--- src/rtl/tisg_pkg.sv ---
`default_nettype none
// ----------------------------------------------------------------------------
// tisg_pkg
// Shared constants, types and GF(251) helpers for the threshold image share
// generator.
// ----------------------------------------------------------------------------
package tisg_pkg;

  // Default sizes handed to the top-level parameters.
  localparam int MAX_THRESHOLD_DEF = 8;
  localparam int MAX_SHARES_DEF    = 8;
  localparam int COORD_WIDTH_DEF   = 12;

  // Field widths fixed by the pixel and share formats.
  localparam int CHAN_W      = 8;
  localparam int SHARE_IDX_W = 3;
  localparam int CFG_IDX_W   = 2;
  localparam int CFG_DATA_W  = 13;
  localparam int CNT_CFG_W   = 4;

  // Lane control fields are sized for the largest parameter values.
  localparam int LANE_ADDR_W = 4;
  localparam int LANE_X_W    = 8;

  localparam logic [8:0]        PRIME     = 9'd251;
  localparam logic [CHAN_W-1:0] CLAMP_TOP = 8'd250;

  // Configuration register indexes.
  localparam logic [CFG_IDX_W-1:0] REG_THRESHOLD = 2'd0;
  localparam logic [CFG_IDX_W-1:0] REG_SHARES    = 2'd1;
  localparam logic [CFG_IDX_W-1:0] REG_WIDTH     = 2'd2;
  localparam logic [CFG_IDX_W-1:0] REG_HEIGHT    = 2'd3;

  // Reset values of the configuration registers.
  localparam logic [CNT_CFG_W-1:0]  THRESHOLD_RST = 4'd2;
  localparam logic [CNT_CFG_W-1:0]  SHARES_RST    = 4'd4;
  localparam logic [CFG_DATA_W-1:0] WIDTH_RST     = 13'd512;
  localparam logic [CFG_DATA_W-1:0] HEIGHT_RST    = 13'd512;

  typedef struct packed {
    logic                   wr_en;
    logic [LANE_ADDR_W-1:0] wr_addr;
    logic                   step;
    logic                   first;
    logic [LANE_ADDR_W-1:0] rd_addr;
    logic [LANE_X_W-1:0]    x;
  } lane_ctl_t;

  typedef struct packed {
    logic                   load;
    logic [SHARE_IDX_W-1:0] index;
    logic                   last;
  } emit_t;

  function automatic logic [CHAN_W-1:0] clamp_chan(input logic [CHAN_W-1:0] v);
    clamp_chan = (v > CLAMP_TOP) ? CLAMP_TOP : v;
  endfunction

  // Reduction modulo 251 using 256 = 5 (mod 251): two folds and one
  // conditional subtract cover every 16-bit input.
  function automatic logic [CHAN_W-1:0] mod_prime(input logic [15:0] v);
    logic [10:0] s1;
    logic [8:0]  s2;
    s1 = {1'b0, v[15:8], 2'b00} + {3'b000, v[15:8]} + {3'b000, v[7:0]};
    s2 = {4'b0000, s1[10:8], 2'b00} + {6'b000000, s1[10:8]} + {1'b0, s1[7:0]};
    if (s2 >= PRIME) begin
      s2 = s2 - PRIME;
    end
    mod_prime = s2[7:0];
  endfunction

endpackage
`default_nettype wire

--- src/rtl/tisg_lane.sv ---
`default_nettype none
// ----------------------------------------------------------------------------
// tisg_lane
// One channel lane: coefficient store and a Horner step unit that evaluates
// the channel polynomial modulo 251, one coefficient per cycle in which the step control is set.
// ----------------------------------------------------------------------------
module tisg_lane #(
  parameter int MAX_THRESHOLD = tisg_pkg::MAX_THRESHOLD_DEF
) (
  input  wire logic                        clk_i,
  input  wire logic                        rst_ni,
  input  wire tisg_pkg::lane_ctl_t         ctl_i,
  input  wire logic [tisg_pkg::CHAN_W-1:0] pix_i,
  output logic [tisg_pkg::CHAN_W-1:0]      res_o
);
  import tisg_pkg::*;

  localparam int AW = $clog2(MAX_THRESHOLD);

  logic [CHAN_W-1:0] coef_q [MAX_THRESHOLD];
  logic [CHAN_W-1:0] acc_q;
  logic [CHAN_W-1:0] acc_in;
  logic [15:0]       prod;
  logic [15:0]       sum;

  always_ff @(posedge clk_i) begin
    if (ctl_i.wr_en) begin
      coef_q[ctl_i.wr_addr[AW-1:0]] <= clamp_chan(pix_i);
    end
  end

  // The first step of each evaluation starts from a zero accumulator.
  assign acc_in = ctl_i.first ? '0 : acc_q;
  assign prod   = acc_in * ctl_i.x;
  assign sum    = prod + {8'h00, coef_q[ctl_i.rd_addr[AW-1:0]]};
  assign res_o  = mod_prime(sum);

  always_ff @(posedge clk_i or negedge rst_ni) begin
    if (!rst_ni) begin
      acc_q <= '0;
    end else if (ctl_i.step) begin
      acc_q <= res_o;
    end
  end

endmodule
`default_nettype wire

--- src/rtl/tisg_ctrl.sv ---
`default_nettype none
// ----------------------------------------------------------------------------
// tisg_ctrl
// Configuration registers, group collection, shadow position tracking and
// the evaluation sequencer that steps all lanes through Horner's rule.
// ----------------------------------------------------------------------------
module tisg_ctrl #(
  parameter int MAX_THRESHOLD = tisg_pkg::MAX_THRESHOLD_DEF,
  parameter int MAX_SHARES    = tisg_pkg::MAX_SHARES_DEF,
  parameter int COORD_WIDTH   = tisg_pkg::COORD_WIDTH_DEF
) (
  input  wire logic                            clk_i,
  input  wire logic                            rst_ni,
  input  wire logic                            cfg_we_i,
  input  wire logic [tisg_pkg::CFG_IDX_W-1:0]  cfg_idx_i,
  input  wire logic [tisg_pkg::CFG_DATA_W-1:0] cfg_data_i,
  input  wire logic                            in_valid_i,
  output logic                                 in_ready_o,
  input  wire logic                            out_free_i,
  output tisg_pkg::lane_ctl_t                  lane_ctl_o,
  output tisg_pkg::emit_t                      emit_o,
  output logic [COORD_WIDTH-1:0]               out_row_o,
  output logic [COORD_WIDTH-1:0]               out_col_o
);
  import tisg_pkg::*;

  localparam int TW   = $clog2(MAX_THRESHOLD);
  localparam int RW   = $clog2(MAX_THRESHOLD + 1);
  localparam int NW   = $clog2(MAX_SHARES + 1);
  localparam int TCW  = (NW > SHARE_IDX_W) ? NW : SHARE_IDX_W;
  localparam int CW   = COORD_WIDTH;
  localparam logic [31:0] SPAN = 32'd1 << CW;

  localparam logic ST_IDLE = 1'b0;
  localparam logic ST_EVAL = 1'b1;

  logic [CNT_CFG_W-1:0]  thr_q, shr_q;
  logic [CFG_DATA_W-1:0] wid_q, hgt_q;

  logic          state_q, state_d;
  logic [TW-1:0] fill_q, fill_d;
  logic [CW:0]   row_q, row_d;
  logic [CW-1:0] col_q, col_d;
  logic [TW-1:0] rm1_q, rm1_d;
  logic [TW-1:0] k_q, k_d;
  logic [TCW-1:0] t_q, t_d;
  logic [TCW-1:0] n_q, n_d;
  logic          first_q, first_d;
  logic [CW-1:0] erow_q, erow_d;
  logic [CW-1:0] ecol_q, ecol_d;

  logic [RW-1:0]  r_eff;
  logic [TCW-1:0] n_eff;
  logic [CW:0]    w_eff, h_eff;
  logic           accept, group_done, in_range, step_en, share_done;

  always_ff @(posedge clk_i or negedge rst_ni) begin
    if (!rst_ni) begin
      thr_q <= THRESHOLD_RST;
      shr_q <= SHARES_RST;
      wid_q <= WIDTH_RST;
      hgt_q <= HEIGHT_RST;
    end else if (cfg_we_i) begin
      case (cfg_idx_i)
        REG_THRESHOLD: thr_q <= cfg_data_i[CNT_CFG_W-1:0];
        REG_SHARES:    shr_q <= cfg_data_i[CNT_CFG_W-1:0];
        REG_WIDTH:     wid_q <= cfg_data_i;
        REG_HEIGHT:    hgt_q <= cfg_data_i;
        default: ;
      endcase
    end
  end

  // Effective settings after clamping to the supported ranges.
  always_comb begin
    if (thr_q == '0) begin
      r_eff = RW'(1);
    end else if (32'(thr_q) > 32'(MAX_THRESHOLD)) begin
      r_eff = RW'(MAX_THRESHOLD);
    end else begin
      r_eff = RW'(thr_q);
    end
    n_eff = (32'(shr_q) > 32'(MAX_SHARES)) ? TCW'(MAX_SHARES) : TCW'(shr_q);
    w_eff = (32'(wid_q) > SPAN) ? SPAN[CW:0] : (CW+1)'(wid_q);
    h_eff = (32'(hgt_q) > SPAN) ? SPAN[CW:0] : (CW+1)'(hgt_q);
  end

  assign in_ready_o = (state_q == ST_IDLE);
  assign accept     = in_valid_i && in_ready_o;
  assign group_done = !(32'(fill_q) + 32'd1 < 32'(r_eff));
  assign in_range   = (32'(row_q) < 32'(h_eff)) && (32'(col_q) < 32'(w_eff));
  assign share_done = (k_q == '0);
  // The final Horner step of a share needs a free output register.
  assign step_en    = (state_q == ST_EVAL) && (!share_done || out_free_i);

  always_comb begin
    state_d = state_q;
    fill_d  = fill_q;
    row_d   = row_q;
    col_d   = col_q;
    rm1_d   = rm1_q;
    k_d     = k_q;
    t_d     = t_q;
    n_d     = n_q;
    first_d = first_q;
    erow_d  = erow_q;
    ecol_d  = ecol_q;

    if (accept) begin
      if (!group_done) begin
        fill_d = fill_q + TW'(1);
      end else begin
        fill_d = '0;
        if (in_range && (n_eff != '0)) begin
          state_d = ST_EVAL;
          rm1_d   = TW'(r_eff - RW'(1));
          k_d     = TW'(r_eff - RW'(1));
          t_d     = '0;
          n_d     = n_eff;
          first_d = 1'b1;
          erow_d  = row_q[CW-1:0];
          ecol_d  = col_q;
        end
        if (32'(col_q) + 32'd1 >= 32'(w_eff)) begin
          col_d = '0;
          if (32'(row_q) < SPAN) begin
            row_d = row_q + (CW+1)'(1);
          end
        end else begin
          col_d = col_q + CW'(1);
        end
      end
    end

    if (step_en) begin
      if (!share_done) begin
        k_d     = k_q - TW'(1);
        first_d = 1'b0;
      end else if (t_q + TCW'(1) == n_q) begin
        state_d = ST_IDLE;
      end else begin
        t_d     = t_q + TCW'(1);
        k_d     = rm1_q;
        first_d = 1'b1;
      end
    end
  end

  always_ff @(posedge clk_i or negedge rst_ni) begin
    if (!rst_ni) begin
      state_q <= ST_IDLE;
      fill_q  <= '0;
      row_q   <= '0;
      col_q   <= '0;
      rm1_q   <= '0;
      k_q     <= '0;
      t_q     <= '0;
      n_q     <= '0;
      first_q <= 1'b0;
    end else begin
      state_q <= state_d;
      fill_q  <= fill_d;
      row_q   <= row_d;
      col_q   <= col_d;
      rm1_q   <= rm1_d;
      k_q     <= k_d;
      t_q     <= t_d;
      n_q     <= n_d;
      first_q <= first_d;
    end
  end

  always_ff @(posedge clk_i) begin
    erow_q <= erow_d;
    ecol_q <= ecol_d;
  end

  always_comb begin
    lane_ctl_o.wr_en   = accept;
    lane_ctl_o.wr_addr = LANE_ADDR_W'(fill_q);
    lane_ctl_o.step    = step_en;
    lane_ctl_o.first   = first_q;
    lane_ctl_o.rd_addr = LANE_ADDR_W'(k_q);
    lane_ctl_o.x       = LANE_X_W'(t_q) + LANE_X_W'(1);
  end

  assign emit_o.load  = step_en && share_done;
  assign emit_o.index = t_q[SHARE_IDX_W-1:0];
  assign emit_o.last  = (t_q + TCW'(1) == n_q);
  assign out_row_o    = erow_q;
  assign out_col_o    = ecol_q;

endmodule
`default_nettype wire

--- src/rtl/threshold_image_share_generator.sv ---
`default_nettype none
// After a group's last pixel is accepted, its shares are evaluated in turn, and each share is
// loaded into the output register on its final Horner step; no pixel is accepted meanwhile.
// The single Horner unit in each channel lane takes one coefficient per cycle unless stalled.
// While a share waits to be taken, all but the last Horner step of the next share can run.
// Reset clears control state and restores register defaults (r=2, n=4, 512 x 512);
// coefficient stores are not cleared.
// ----------------------------------------------------------------------------
// threshold_image_share_generator
// Threshold (r,n) image share generator over GF(251): three channel lanes
// evaluate group polynomials and a merging output register builds share pixels.
// ----------------------------------------------------------------------------
module threshold_image_share_generator #(
  parameter int MAX_THRESHOLD = tisg_pkg::MAX_THRESHOLD_DEF,
  parameter int MAX_SHARES    = tisg_pkg::MAX_SHARES_DEF,
  parameter int COORD_WIDTH   = tisg_pkg::COORD_WIDTH_DEF
) (
  input  wire logic                             clk_i,
  input  wire logic                             rst_ni,
  input  wire logic                             cfg_we_i,
  input  wire logic [tisg_pkg::CFG_IDX_W-1:0]   cfg_idx_i,
  input  wire logic [tisg_pkg::CFG_DATA_W-1:0]  cfg_data_i,
  input  wire logic                             in_valid_i,
  output logic                                  in_ready_o,
  input  wire logic [tisg_pkg::CHAN_W-1:0]      chan0_i,
  input  wire logic [tisg_pkg::CHAN_W-1:0]      chan1_i,
  input  wire logic [tisg_pkg::CHAN_W-1:0]      chan2_i,
  output logic                                  out_valid_o,
  input  wire logic                             out_ready_i,
  output logic [tisg_pkg::SHARE_IDX_W-1:0]      share_index_o,
  output logic [COORD_WIDTH-1:0]                out_row_o,
  output logic [COORD_WIDTH-1:0]                out_col_o,
  output logic [tisg_pkg::CHAN_W-1:0]           share0_o,
  output logic [tisg_pkg::CHAN_W-1:0]           share1_o,
  output logic [tisg_pkg::CHAN_W-1:0]           share2_o,
  output logic                                  last_o
);
  import tisg_pkg::*;

  lane_ctl_t             lane_ctl;
  emit_t                 emit;
  logic [COORD_WIDTH-1:0] row, col;
  logic [CHAN_W-1:0]     res0, res1, res2;
  logic                  out_valid_q;
  logic                  out_free;

  logic [SHARE_IDX_W-1:0] index_q;
  logic [COORD_WIDTH-1:0] row_q, col_q;
  logic [CHAN_W-1:0]      sh0_q, sh1_q, sh2_q;
  logic                   last_q;

  assign out_free = !out_valid_q || out_ready_i;

  tisg_ctrl #(
    .MAX_THRESHOLD (MAX_THRESHOLD),
    .MAX_SHARES    (MAX_SHARES),
    .COORD_WIDTH   (COORD_WIDTH)
  ) u_ctrl (
    .clk_i      (clk_i),
    .rst_ni     (rst_ni),
    .cfg_we_i   (cfg_we_i),
    .cfg_idx_i  (cfg_idx_i),
    .cfg_data_i (cfg_data_i),
    .in_valid_i (in_valid_i),
    .in_ready_o (in_ready_o),
    .out_free_i (out_free),
    .lane_ctl_o (lane_ctl),
    .emit_o     (emit),
    .out_row_o  (row),
    .out_col_o  (col)
  );

  tisg_lane #(.MAX_THRESHOLD(MAX_THRESHOLD)) u_lane0 (
    .clk_i  (clk_i),
    .rst_ni (rst_ni),
    .ctl_i  (lane_ctl),
    .pix_i  (chan0_i),
    .res_o  (res0)
  );

  tisg_lane #(.MAX_THRESHOLD(MAX_THRESHOLD)) u_lane1 (
    .clk_i  (clk_i),
    .rst_ni (rst_ni),
    .ctl_i  (lane_ctl),
    .pix_i  (chan1_i),
    .res_o  (res1)
  );

  tisg_lane #(.MAX_THRESHOLD(MAX_THRESHOLD)) u_lane2 (
    .clk_i  (clk_i),
    .rst_ni (rst_ni),
    .ctl_i  (lane_ctl),
    .pix_i  (chan2_i),
    .res_o  (res2)
  );

  // Merge the lane results with the share position into one transaction.
  always_ff @(posedge clk_i or negedge rst_ni) begin
    if (!rst_ni) begin
      out_valid_q <= 1'b0;
    end else if (emit.load) begin
      out_valid_q <= 1'b1;
    end else if (out_ready_i) begin
      out_valid_q <= 1'b0;
    end
  end

  always_ff @(posedge clk_i) begin
    if (emit.load) begin
      index_q <= emit.index;
      row_q   <= row;
      col_q   <= col;
      sh0_q   <= res0;
      sh1_q   <= res1;
      sh2_q   <= res2;
      last_q  <= emit.last;
    end
  end

  assign out_valid_o   = out_valid_q;
  assign share_index_o = index_q;
  assign out_row_o     = row_q;
  assign out_col_o     = col_q;
  assign share0_o      = sh0_q;
  assign share1_o      = sh1_q;
  assign share2_o      = sh2_q;
  assign last_o        = last_q;

endmodule
`default_nettype wire

--- config.mk ---
export PLATFORM = sky130hd
export DESIGN_NAME = threshold_image_share_generator
export DESIGN_NICKNAME = d
export VERILOG_FILES = /design/src/rtl/tisg_pkg.sv /design/src/rtl/tisg_lane.sv /design/src/rtl/tisg_ctrl.sv /design/src/rtl/threshold_image_share_generator.sv
export SDC_FILE = /design/constraint.sdc
export NUM_CORES = 1
export LEC_CHECK = 0
export BUFFER_PORTS_ARGS = -buffer_cell sky130_fd_sc_hd__clkbuf_2
export CORE_MARGIN = 4
export CORE_UTILIZATION = 25
export CTS_BUF_LIST = sky130_fd_sc_hd__clkbuf_8
export CTS_CLUSTER_SIZE = 25
export DETAILED_ROUTE_END_ITERATION = 8
export PLACE_DENSITY_LB_ADDON = 0.08
export SYNTH_ARGS = -nofsm -noshare
export SYNTH_HDL_FRONTEND = slang
export SYNTH_SLANG_ARGS = --single-unit
export TNS_END_PERCENT = 100
--- constraint.sdc ---
create_clock -name clk_i -period 9.3 [get_ports clk_i]
set_clock_uncertainty 0.1 [all_clocks]
set_input_delay 1.86 -clock clk_i [delete_from_list [all_inputs] [get_ports clk_i]]
set_output_delay 1.86 -clock clk_i [all_outputs]
set_load 0.005 [all_outputs]
* Word-level counts from Yosys, hierarchy flattened *
Memory sizes are Yosys's and may differ from the RTL's.
Index checks and enable logic that the tools add are counted.

storage, ports and cells
  logic and storage cells = 145
  register bits = 179
  bits in writable memories = 192
  output and inout bits = 54
  memories = 3

memory list
  name            depth  bits a word  read ports  clocked after Yosys merged registers in  wr ports  RTL line         source
  u_lane0.coef_q  8      8            1           0                                        1         tisg_lane.sv:20  logic [CHAN_W-1:0] coef_q [MAX_THRESHOLD];
  u_lane1.coef_q  8      8            1           0                                        1         tisg_lane.sv:20
  u_lane2.coef_q  8      8            1           0                                        1         tisg_lane.sv:20

cells by class
  add/sub/neg operators = 27
  eq/ne operators = 4
  magnitude comparators = 15
  reduce and logical (&&, ||, !) cells = 21
  bitwise logic cells = 2
  $mul = 3
  multiplexer cells = 44

operator list
  cell                     number
  $mux W8                  9
  $add A16 B8 Y16          3
  $mul A8 B5 Y13           3
  $mux W4                  9
  $add A10 B8 Y11          3
  $add A11 B8 Y11          3
  $ge A32 B13 Y1           1
  $add A6 B8 Y9            3
  $ge A9 B8 Y1 const B     3
  $gt A13 B13 Y1 const B   2
  $mux W13                 2
  $gt A8 B8 Y1 const B     3
  $sub A8 B8 Y8 const B    3
  $mux W3                  7
  $add A5 B3 Y6            3
  $mux W1                  16
  $add A12 B1 Y13 const B  1
  $add A13 B1 Y13 const B  1
  $lt A12 B13 Y1           1
  $lt A13 B13 Y1           1
  $lt A13 B13 Y1 const B   1
  $add A12 B1 Y12 const B  1
  $mux W12                 1
  $reduce_and A2 Y1        5
  21 further kinds         31

* Depth between registers and ports, before layout *
  depth in word-level cells = 11
  depth in mapped cells = 42

* Cells and area by module *
A second synthesis with hierarchy kept.

unflattened totals
  cells, all modules = 2178
  area total of the unflattened synthesis = 25789.7 sq um

by module, submodules not included
  module                           seq. area each (sq um)  cells each  times used  area each (sq um)
  tisg_lane (u_lane0)              2122.0                  539         1           6218.5
  tisg_lane (u_lane2)              2122.0                  539         1           6214.7
  tisg_lane (u_lane1)              2122.0                  547         1           6163.4
  tisg_ctrl                        2677.6                  498         1           5584.1
  threshold_image_share_generator  1586.5                  55          1           1609.0

* Least setup slack after synthesis *
Ideal clock, no wire load.

  path kind = register to register
  start point = register u_ctrl.t_q[2]
  end point = register u_lane1.acc_q[0]
  arrival = 9.486 ns
  setup time = 0.082 ns
  clock period less this slack = 9.668 ns
  setup slack = -0.368 ns
  path buffers = 2
  stages on the path, launching flop included = 40
  cells stage by stage = dfrtp_1 buf_2 nand3_1 xnor2_1 clkbuf_1 nand3_1 fa_1 fa_1 fa_1 inv_1 ha_1 o21ai_0 o21bai_1 a21oi_1 xnor2_1 ha_1 o21ai_0 nand2b_1 (+4 left out) xor2_1 fa_1 inv_1 ha_1 o21ai_0 a21oi_1 o311ai_0 a21boi_0 ha_1 ha_1 fa_1 a21o_1 a21oi_1 inv_1 xnor2_1 o31a_1 or3_1 a31oi_1

between the ends
  cells in the longest elaborated chain, start to end = 9
  elaborated cells between the ends (all ways) = 10
  classes of those cells = add/sub: 7; mul: 1; order compare: 1; mux: 1

ends and longest elaborated chain
  item                                                  RTL line                        source
  start: declaration                                    tisg_ctrl.sv:46                 logic [TCW-1:0] t_q, t_d;
  start signal: assignment                              tisg_ctrl.sv:167                t_q <= t_d;
  $add A4 B1 Y5 *                                       tisg_ctrl.sv:184                lane_ctl_o.x = LANE_X_W'(t_q) + LANE_X_W'(1);
  $mul A8 B5 Y13 *                                      tisg_lane.sv:34                 assign prod = acc_in * ctl_i.x;
  $add A16 B8 Y16 *                                     tisg_lane.sv:35                 assign sum = prod + {8'h00, coef_q[ctl_i.rd_addr[AW-1:0]]};
  $add A10 B8 Y11                                       tisg_pkg.sv:64                  s1 = {1'b0, v[15:8], 2'b00} + {3'b000, v[15:8]} + {3'b000, v[7:0]};
  $add A11 B8 Y11 *                                     tisg_pkg.sv:64
  $add A5 B3 Y6                                         tisg_pkg.sv:65                  s2 = {4'b0000, s1[10:8], 2'b00} + {6'b000000, s1[10:8]} + {1'b0, s1[7:0]};
  $add A6 B8 Y9 *                                       tisg_pkg.sv:65
  $sub A8 B8 Y8 / $ge A9 B8 Y1 (equally long branches)  tisg_pkg.sv:67, tisg_pkg.sv:66
  $mux W8 *                                             tisg_pkg.sv:66                  if (s2 >= PRIME) begin
  end signal: assignment                                tisg_lane.sv:42                 acc_q <= res_o;
  end: declaration                                      tisg_lane.sv:21                 logic [CHAN_W-1:0] acc_q;

Every way passes the cells marked *; elsewhere a longest branch is shown, timed or not.
A chain may end at the register's enable or synchronous reset.

* Worst setup path after layout *
  start point = register u_ctrl.t_q[0]
  end point = register u_lane0.acc_q[1]

between the ends
  cells in the longest elaborated chain, start to end = 9
  elaborated cells between the ends (all ways) = 10
  classes of those cells = add/sub: 7; mul: 1; order compare: 1; mux: 1

ends and longest elaborated chain
  item                                                  RTL line                               source
  $add A4 B1 Y5 *                                       tisg_ctrl.sv:184
  $mul A8 B5 Y13 *                                      tisg_lane.sv:34
  $add A16 B8 Y16 *                                     tisg_lane.sv:35
  $add A10 B8 Y11                                       tisg_pkg.sv:64
  $add A11 B8 Y11 *                                     tisg_pkg.sv:64
  $add A5 B3 Y6                                         tisg_pkg.sv:65
  $add A6 B8 Y9 *                                       tisg_pkg.sv:65
  $sub A8 B8 Y8 / $ge A9 B8 Y1 (equally long branches)  tisg_pkg.sv:67, tisg_pkg.sv:66
  $mux W8 *                                             tisg_pkg.sv:66
  via res0[1]                                           threshold_image_share_generator.sv:43  logic [CHAN_W-1:0] res0, res1, res2;
  end signal: assignment                                tisg_lane.sv:42
  end: declaration                                      tisg_lane.sv:21

The timed path passes the listed nets; every way through them passes the cells marked *.

==> impl_results.md <==
* Status: complete, no violations
* Rows at 110
* WL/cell at 18.4 µm
* Grt ovf at 0
* Clk_lat worst skew at 660 ps
* Final setup fails at 0
* Design Area, Final at between 20000 and 30000 µm²
* Mux contribution to synthesized area at 0.0897
* Vias/cell at around 4.5
* Register area share after synthesis at 0.468
* Post-Syn Area at approximately 23000 µm²
* Number of remaining DRC errors at 0
* Relative slew slack at 0.251
* Worst-path clk slew at 60 ps
* CP Data Required Time at 9730 ps
* Post-synthesis simple-gate area fraction at 0.104
* Ports at 98
* Vias in the first global route at 16500
* RSZ-0062 raised after global routing: yes
* Critical path class: flop to flop
* Final Max Slew Viols at 0
* Max frequency at between 100 and 150 MHz
* Drt first pass iters at 5
* Measured slew at the worst slew-check pin at 1120 ps
* Initial antenna violation count at 1
* Net Count, Synth at 2169
* Critical path buffer and inverter count at 8
* Grt met2 use at 0.227
* GP Congestion at 0.797
* Syn Area/Cell at ~12 µm²
* CP arrival at 9520 ps
* Final hold vios at 0
* Starting density of the core at 0.252
* H-tree levels at 3
* Full die area at between 90000 and 100000 µm²
* Nets@finish at 2521
* Die X at 309 µm
* Pin count of the biggest net entering global routing at 65
* Max clock buf depth at 3
* Setup TNS at 0 ps
* Seq cells post-synth at 371
* Tot GR Track Use at 0.132
* Share of cells above drive strength 1 at 0.345
* Routed Wire Length at 63200 µm
* First-pass GRT wire length at between 90000 and 100000 µm
* GR peak layer: met2
* Post-placement cell area at 26000 µm²
* Vias at 15400
* Area grow syn2layout at 27.5%
* IO Port Bufs at 97
* Crit-path slowest cell: fa_1
* ANT nets after route at 0
* FF+latch area at ~11000 µm²
* Fin crit period at 9090 ps
* Sink Count at around 370
* Post-synthesis xor/xnor area fraction at 0.0480
* Worst min-delay path class: flop to flop
* Cell mode on critical path: fa_1
* FILL cells at 9206
* Synth Area in Compound Gates at 0.0835
* Num CTS Buffers at between 70 and 80
* Number of synthesized flops with an enable pin at about 270
* Most used DFF post-synth: edfxtp_1
* Worst Setup Start Kind: flop
* Met3 usage at 0.0215
* Syn Inst Count at 1856
* Root buf cell: clkbuf_8
* WHS at 318 ps
* TritonCTS clock tree: done
* CP peak stage delay at 590 ps
* Met1 GRT Util at 0.175
* Netlist cell types at 80
* Delay-heaviest family, CP: adder cells
* Die span in y at 309 µm
* Synth Area in Adders at 0.174
* Core outline area at 90000 µm²
* Hpwl dp at between 40000 and 50000 µm
* Largest fanout on the critical path at 5
* Post-synth ARST share at 0.278
* Fin crit share at 0.977
* Largest family of logic cells by synthesized area: adder cells
* DR iter-0 viols at 589
* Flop-to-flop setup slack at 210 ps
* YS warnings at 0
* Max_cap viols at 0
* CP endpoint kind: flop
* Multi-input gate area at 12500 µm²
[cell usage in the layout (no fill, tap or decap), types with 14 or more instances in the layout]
cell	netlist	final
nand2_1	135	130
nor2b_1	33	25
clkbuf_8	0	82
dfrtp_1	99	94
a21oi_2	2	14
o21ai_0	71	54
xnor2_2	1	16
o21a_1	15	15
xor2_1	45	33
ha_4	0	25
ha_1	194	161
nor3_1	25	19
inv_1	133	134
xnor2_1	73	54
mux2_2	76	70
nand3_1	54	48
nor2_1	102	90
and2_1	36	34
a21o_1	30	30
clkbuf_2	0	96
buf_4	0	223
a21oi_1	59	47
edfxtp_1	268	268
inv_2	0	16
mux4_2	48	48
and3_1	19	17
fa_1	75	69
nand2b_1	25	22
[synthesized netlist by cell type, types with 8 or more instances]
cell / n / area share
and2_1: 36 / 0.0099
nand3_1: 54 / 0.012
a31oi_1: 13 / 0.0036
edfxtp_1: 268 / 0.35
ha_1: 194 / 0.11
nand4_1: 12 / 0.0033
a21oi_1: 59 / 0.013
nor3_1: 25 / 0.0055
nand2b_1: 25 / 0.0069
inv_1: 133 / 0.022
dfrtp_1: 99 / 0.11
o21ai_0: 71 / 0.016
xor2_1: 45 / 0.017
o21a_1: 15 / 0.0050
fa_1: 75 / 0.066
mux2_2: 76 / 0.038
clkbuf_1: 56 / 0.0093
and3_1: 19 / 0.0052
nand2_1: 135 / 0.022
nor2b_1: 33 / 0.0091
xnor2_1: 73 / 0.028
a21o_1: 30 / 0.0099
mux4_2: 48 / 0.048
a22o_1: 8 / 0.0031
o21bai_1: 11 / 0.0036
a211oi_1: 17 / 0.0056
or3_1: 10 / 0.0028
nor2_1: 102 / 0.017
[per-layer routing]
| metal | routed length, µm | vias up | share of wire |
|---|---|---|---|
| li1 | - | 7444 | - |
| met1 | 29200 | 7731 | 0.46 |
| met2 | 31300 | 191 | 0.50 |
| met3 | 1780 | 64 | 0.028 |
| met4 | 870 | 0 | 0.014 |
| met5 | 0 | - | 0 |
[state kept, by name, summed over array words and instances, names as in the netlist, 8 cells and up]
register and flops:
u_lane1.coef_q 64, u_ctrl.col_q 12, u_ctrl.row_q 13, u_ctrl.out_col_o 12, u_lane0.acc_q 8, u_lane2.acc_q 8
share1_o 8, share2_o 8, u_ctrl.out_row_o 12, out_row_o 12, u_ctrl.wid_q 13, u_lane1.acc_q 8
u_lane0.coef_q 64, u_ctrl.hgt_q 13, out_col_o 12, u_lane2.coef_q 64, share0_o 8
[layout make-up]
type                       count  area share
multi-input combinational   1290       0.432
sequential                   371       0.368
timing repair buffer         339      0.0835
tap                         1176      0.0509
clock buffer                  82      0.0390
inverter                     134      0.0175
clock inverter                48     0.00887
antenna                        2    0.000173
[logic make-up after synthesis]
kind of cell    Yosys count
flops                   371
simple gates            482
fa+ha+maj               271
xor+xnor                121
buf+inv                 195
compound gates          283
mux                     133
[timing repair]
action | in CTS | in global routing
setup endpoints to repair | 45 | 48
buffers inserted | 14 | 41
pin swaps | 41 | 141
hold buffers | 0 | 0
gates resized for setup | 53 | 183
[stage by stage]
step	utilization	instances	setup slack, ps
5_1_grt	0.321	3441	-215
6_report	0.321	3442	210
3_5_place_dp	0.289	3256	-296
3_3_place_gp	0.289	3256	-214
2_1_floorplan	-	1856	13.4
4_1_cts	0.308	3400	-43.2
[worst paths after layout]
check                                     startpoint               end  cells after the start
worst max-delay path                   u_ctrl.t_q[0]  u_lane0.acc_q[1]                     41
worst min-delay path            u_ctrl.out_col_o[10]     out_col_o[10]                      0
worst max register to register         u_ctrl.t_q[0]  u_lane0.acc_q[1]                     41
worst min register to register  u_ctrl.out_col_o[10]     out_col_o[10]                      0
max in group asynchronous                     rst_ni     u_ctrl.t_q[3]                      2
min in group asynchronous                     rst_ni   u_ctrl.hgt_q[5]                      1
[worst reg2reg max path: cells and delay by family, from the launching register on]
kind / cells / cell delay [ps]
muxes: 3 / 740
buffers and inverters: 8 / 690
AOI/OAI and AO/OA: 8 / 1170
adders and majority gates: 10 / 3980
DFF: 1 / 440
and+or+nand+nor: 9 / 1310
xor gates and xnor gates: 3 / 520
Power is not shown: default switching activity piles up to over one toggle a cycle in this logic, so the estimate is an artifact.
